**src/sv/linear_probe_hash_table_assert.svh**
```systemverilog
// Assertion macros shared by the hash table RTL
`ifndef LINEAR_PROBE_HASH_TABLE_ASSERT_SVH
`define LINEAR_PROBE_HASH_TABLE_ASSERT_SVH

// Same-cycle implication, disabled during reset
`define LPHT_ASSERT_NOW(label, clk, rst, ante, cons, msg) \
   label: assert property (@(posedge clk) disable iff (rst) (ante) |-> (cons)) \
      else $error(msg);

// Next-cycle implication, disabled during reset
`define LPHT_ASSERT_NEXT(label, clk, rst, ante, cons, msg) \
   label: assert property (@(posedge clk) disable iff (rst) (ante) |=> (cons)) \
      else $error(msg);

`endif

```
**src/sv/lpht_pkg.sv**
```systemverilog
// Types, constants and codes shared by the hash table modules
`timescale 1ns / 1ps

package lpht_pkg;

   localparam int TABLE_DEPTH = 256;
   localparam int SLOT_W      = $clog2(TABLE_DEPTH);
   localparam int SIZE_W      = SLOT_W + 1;
   localparam int KEY_W       = 31;
   localparam int ID_W        = 31;
   localparam int AGE_W       = 8;
   localparam int REQ_W       = 2;
   localparam int STATUS_W    = 2;
   localparam int CNT_W       = $clog2(KEY_W);

   typedef enum logic [REQ_W-1:0] {
      REQ_INSERT = 2'd0,
      REQ_SEARCH = 2'd1,
      REQ_DELETE = 2'd2
   } req_kind_type;

   localparam logic [STATUS_W-1:0] STATUS_OK      = 2'd0;
   localparam logic [STATUS_W-1:0] STATUS_FULL    = 2'd1;
   localparam logic [STATUS_W-1:0] STATUS_MISSING = 2'd2;

   typedef struct packed {
      logic [REQ_W-1:0] req_type;
      logic [KEY_W-1:0] key;
      logic [ID_W-1:0]  id_value;
      logic [AGE_W-1:0] age_value;
   } req_word_type;

   typedef struct packed {
      logic [STATUS_W-1:0] status;
      logic [SLOT_W-1:0]   slot_index;
      logic [ID_W-1:0]     found_id;
      logic [AGE_W-1:0]    found_age;
   } rsp_word_type;

   typedef struct packed {
      logic [KEY_W-1:0] key;
      logic [ID_W-1:0]  id;
      logic [AGE_W-1:0] age;
   } slot_entry_type;

   typedef struct packed {
      logic             en;
      logic [SLOT_W-1:0] addr;
      slot_entry_type   data;
   } ram_wr_type;

   typedef struct packed {
      logic              start;
      logic [KEY_W-1:0]  dividend;
      logic [SIZE_W-1:0] divisor;
   } mod_cmd_type;

   typedef struct packed {
      logic              busy;
      logic              done;
      logic [SLOT_W-1:0] remainder;
   } mod_res_type;

endpackage

```
**src/sv/lpht_mod_unit.sv**
```systemverilog
// Bit-serial remainder unit: key mod table size, one key bit per cycle
`timescale 1ns / 1ps

module lpht_mod_unit (
   input  logic                 clock,
   input  logic                 reset,
   input  lpht_pkg::mod_cmd_type cmd,
   output lpht_pkg::mod_res_type res
);

   logic                            busy_ff, busy_in;
   logic                            done_ff, done_in;
   logic [lpht_pkg::CNT_W-1:0]      cnt_ff, cnt_in;
   logic [lpht_pkg::KEY_W-1:0]      dvd_ff, dvd_in;
   logic [lpht_pkg::SLOT_W-1:0]     rem_ff, rem_in;
   logic [lpht_pkg::SIZE_W-1:0]     div_ff, div_in;
   logic [lpht_pkg::SIZE_W-1:0]     trial;
   logic [lpht_pkg::SIZE_W-1:0]     diff;

   // Shift in the next key bit and subtract the divisor when it fits
   always_comb begin
      trial = {rem_ff, dvd_ff[lpht_pkg::KEY_W-1]};
      diff  = trial - div_ff;
   end

   always_comb begin
      busy_in = busy_ff;
      done_in = 1'b0;
      cnt_in  = cnt_ff;
      dvd_in  = dvd_ff;
      rem_in  = rem_ff;
      div_in  = div_ff;
      if (cmd.start) begin
         busy_in = 1'b1;
         cnt_in  = lpht_pkg::CNT_W'(lpht_pkg::KEY_W - 1);
         dvd_in  = cmd.dividend;
         rem_in  = '0;
         div_in  = cmd.divisor;
      end else if (busy_ff) begin
         dvd_in = {dvd_ff[lpht_pkg::KEY_W-2:0], 1'b0};
         rem_in = (trial >= div_ff) ? diff[lpht_pkg::SLOT_W-1:0]
                                    : trial[lpht_pkg::SLOT_W-1:0];
         cnt_in = cnt_ff - 1'b1;
         if (cnt_ff == '0) begin
            busy_in = 1'b0;
            done_in = 1'b1;
         end
      end
   end

   // Control registers
   always_ff @(posedge clock) begin
      if (reset) begin
         busy_ff <= 1'b0;
         done_ff <= 1'b0;
      end else begin
         busy_ff <= busy_in;
         done_ff <= done_in;
      end
   end

   // Datapath registers
   always_ff @(posedge clock) begin
      cnt_ff <= cnt_in;
      dvd_ff <= dvd_in;
      rem_ff <= rem_in;
      div_ff <= div_in;
   end

   assign res.busy      = busy_ff;
   assign res.done      = done_ff;
   assign res.remainder = rem_ff;

endmodule

```
**config.mk**
```make
export PLATFORM = sky130hd
export DESIGN_NAME = lpht_mod_unit
export DESIGN_NICKNAME = d
export VERILOG_FILES = /design/src/sv/linear_probe_hash_table_assert.svh /design/src/sv/lpht_pkg.sv /design/src/sv/lpht_mod_unit.sv
export SDC_FILE = /design/constraint.sdc
export NUM_CORES = 1
export LEC_CHECK = 0
export BUFFER_PORTS_ARGS = -buffer_cell sky130_fd_sc_hd__buf_2
export CAP_MARGIN = 10
export CORE_MARGIN = 2
export CORE_UTILIZATION = 40
export CTS_CLUSTER_DIAMETER = 150
export CTS_CLUSTER_SIZE = 30
export DETAILED_ROUTE_END_ITERATION = 16
export GPL_TIMING_DRIVEN = 0
export HOLD_SLACK_MARGIN = 0.06
export PLACE_DENSITY = 0.64
export SETUP_SLACK_MARGIN = 0.1
export SLEW_MARGIN = 10
export SYNTH_ARGS = -nofsm -noshare
export SYNTH_HDL_FRONTEND = slang
export SYNTH_SLANG_ARGS = --single-unit
```
**constraint.sdc**
```tcl
create_clock -name clock -period 3 [get_ports clock]
set_input_delay 0.15 -clock clock [delete_from_list [all_inputs] [get_ports clock]]
set_output_delay 0.15 -clock clock [all_outputs]
set_load 0.03 [all_outputs]
```
==> summary.md <==
| Metric | Value |
|---|---|
| Setup TNS | `0 ns` |
| Full die area | `0.00752 mm²` |
| Buf/Inv on CP | `1` |
| # setup viols final | `0` |
| Number of global-route vias before repair | `1,836` |
| # resized after CTS | `0` |
| Worst skew pair latency | `0.31 ns` |
| Syn. warnings | `0` |
| CP cell instances | `inv_1, ha_1, fa_1, nand2b_1, a2111oi_0, a211oi_1, a211oi_1, a311o_1` |
| RSZ-0062 raised after global routing | `false` |
| CP Launch Type | `register` |
| Starting Density | `40.8%` |
| Minimum clock period | `2.14 ns` |
| ANT cells | `0` |
| R2R Path Start | `dvd_ff[30]` |
| Fraction of layout cells with a size suffix above 1 | `36.2%` |
| Die span in x | `86.7 µm` |
| Clk pin slew, worst setup/hold paths | `0.10 ns` |
| Cell family with most CP delay | `compound AO/OA/AOI/OAI gates` |
| First DRT Iteration DRCs | `57` |
| Fin util | `49.7%` |
| Max Cap Viol | `0` |
| Ys flop type | `edfxtp_1` |
| Die Height | `86.7 µm` |
| Cts bufs inserted | `5` |
| Cell area after synthesis | `0.00274 mm²` |
| Max-slew violations | `0` |
| CTS tree | `built` |
| GRT overflow | `0` |
| HP Start | `cmd[9]` |
| Sequential share of the synthesized area | `54.8%` |
| Final Hold Viols | `0` |
| Synth-to-Final Area Change | `21.8%` |
| Nets | `340` |
| Crit-path slowest cell | `fa_1` |
| Req. time, crit path | `3.26 ns` |
| Critical path endpoint category | `register` |
| Crit-path max FO | `4` |
| Netlist cell types | `49` |
| Core ar. | `0.00672 mm²` |
| CP startpoint | `dvd_ff[30]` |
| Mean post-synth cell area | `12.7 µm²` |
| WL final | `5160 µm` |
| DRT Pass-1 Iters | `4` |
| Critical Path Max Stage Delay | `0.39 ns` |
| Slew HR | `60.8%` |
| Power Dens Cells | `494 mW/mm²` |
| Final period util | `71.2%` |
| Post-DR wirelength/cell | `14.0 µm` |
| Final clock skew | `0.00910 ns` |
| CP dominant cell by count | `a211oi_1` |
| Worst-margin pin slew | `0.586 ns` |
| Worst Path Arrival | `2.39 ns` |
| Count of hold buffers inserted by post-cts repair | `10` |
| Cell count after synthesis | `216` |
| Rows | `30` |
| Clk root buf | `clkbuf_8` |
| Global placement routability congestion | `0.874` |
| Ys async rst share | `0%` |
| DRC viols | `0` |
| FMAX | `0.468 GHz` |
| Final antenna-violating net count | `0` |
| Postcts setup bufs | `0` |
| Drt via density | `5.16` |
| Leakage power | `1.38 nW` |
| Bufs on Longest Clock Path | `2` |
| Syn_nets | `270` |
| Dpl hpwl | `3690 µm` |
| Total GRT Usage | `14.7%` |
| Clock sink count | `55` |
| FF+latch count, synth | `55` |
| Initial antenna violation count | `0` |
| CTS H-tree lvls | `2` |
| First-pass GRT wire length | `8620 µm` |
| VDD IR max | `0.000302 V` |
| Status | `completed` |
| Kind of critical path | `register to register` |
| Buffers on Ports | `52` |
| Number of enable flip-flop cells after synthesis | `40` |
| Num ports | `53` |
| DR vias | `1,895` |
| HP Class | `primary input to register` |
| Largest net degree at the start of global routing | `32` |
-- synth_stat cells, drive strengths merged (2+ instances only) --
library cell | instances | share of area, %
nor2 | 13 | 2.0
o211ai | 2 | 1.1
nor3 | 2 | 0.37
inv | 15 | 2.1
nand3 | 2 | 0.37
ha | 10 | 4.6
and2 | 5 | 1.2
edfxtp | 40 | 44
mux2 | 30 | 12
xnor2 | 4 | 1.3
o21ai | 6 | 1.2
nand4 | 4 | 0.91
nand2b | 9 | 2.1
buf | 8 | 1.8
a211oi | 3 | 0.82
dfxtp | 15 | 11
a21o | 3 | 0.82
a2111oi | 3 | 0.96
a21oi | 7 | 1.8
a311o | 3 | 1.1
o311ai | 3 | 0.96
o211a | 2 | 0.73
nor2b | 2 | 0.46
clkbuf | 2 | 0.27
nand2 | 9 | 1.2
-- path summary, 6_finish.rpt --
path               endpoint  slack, ns  cells past startpoint
hold / removal    dvd_ff[0]       0.12                      2
setup / recovery  rem_ff[6]       0.86                      8
setup reg to reg  rem_ff[6]       0.86                      8
hold reg to reg   cnt_ff[4]       0.52                      2
-- cell usage in the layout, fill, tap and decap left out, drive strengths merged, types with 2 or more instances in the layout --
master and instances:
dlygate4sd3 10, ha 10, clkbuf 8, o311ai 3
nand2b 9, a21o 3, nand4 4, nor2 13
nand2 9, edfxtp 40, a2111oi 3, a211oi 3
mux2 30, dfxtp 15, o21ai 6, a21oi 7
inv 15, and2 5, nor2b 2, nand3 2
buf 61, xnor2 4, o211ai 2, nor3 2
a311o 3, o211a 2
-- flip-flops by register name, indices dropped and copies added, names as in the netlist --
name     flops
rem_ff       8
busy_ff      1
dvd_ff      31
done_ff      1
cnt_ff       5
div_ff       9
-- per-layer routing --
metal / part of all wire, % / up-vias / GRT usage [%]
li1: - / 941 / -
met1: 44 / 904 / 18.8
met2: 49 / 45 / 23.8
met3: 6.2 / 5 / 5.14
met4: 1.0 / 0 / 4.12
met5: 0 / - / 0
-- cell families (layout without fill, tap and decap cells) --
family | after synthesis | in the layout | synth area share, %
fa+ha+maj | 11 | 11 | 5.30
buf+inv | 25 | 96 | 4.16
simple gates | 54 | 54 | 11.1
flops | 55 | 55 | 54.8
compound gates | 36 | 36 | 10.7
mux | 30 | 30 | 12.3
xor+xnor | 5 | 5 | 1.60
-- per-stage QoR --
step	hold WS [ns]	setup WS [ns]	std cells	area [µm²]	total power [W]
finish	0.124	0.863	367	3340	0.00165
global route	0.122	0.705	367	3340	0.00174
CTS	0.120	0.816	366	3310	0.00166
detailed placement	0.328	0.831	348	3100	0.00117
global placement	0.329	0.845	348	3100	0.00116
floorplan	0.222	0.897	216	2740	0.00109
-- power by group --
group	switching (W)	internal, W	leakage [nW]
sequential	0.0000228	0.000889	0.523
clock	0.000238	0.000249	0.0514
combinational	0.000125	0.000125	0.803
total	0.000386	0.00126	1.38
-- final cells by class --
cell class	count	area, µm²
clock inverters	2	37.5
multi-input cells	136	1120
clock buffers	6	72.6
well taps	80	100
repair buffers	63	388
fillers	615	3380
plain buffers	10	57.6
inverters	15	56.3
flip-flops and latches	55	1500
(Power assumes the default switching activity.)
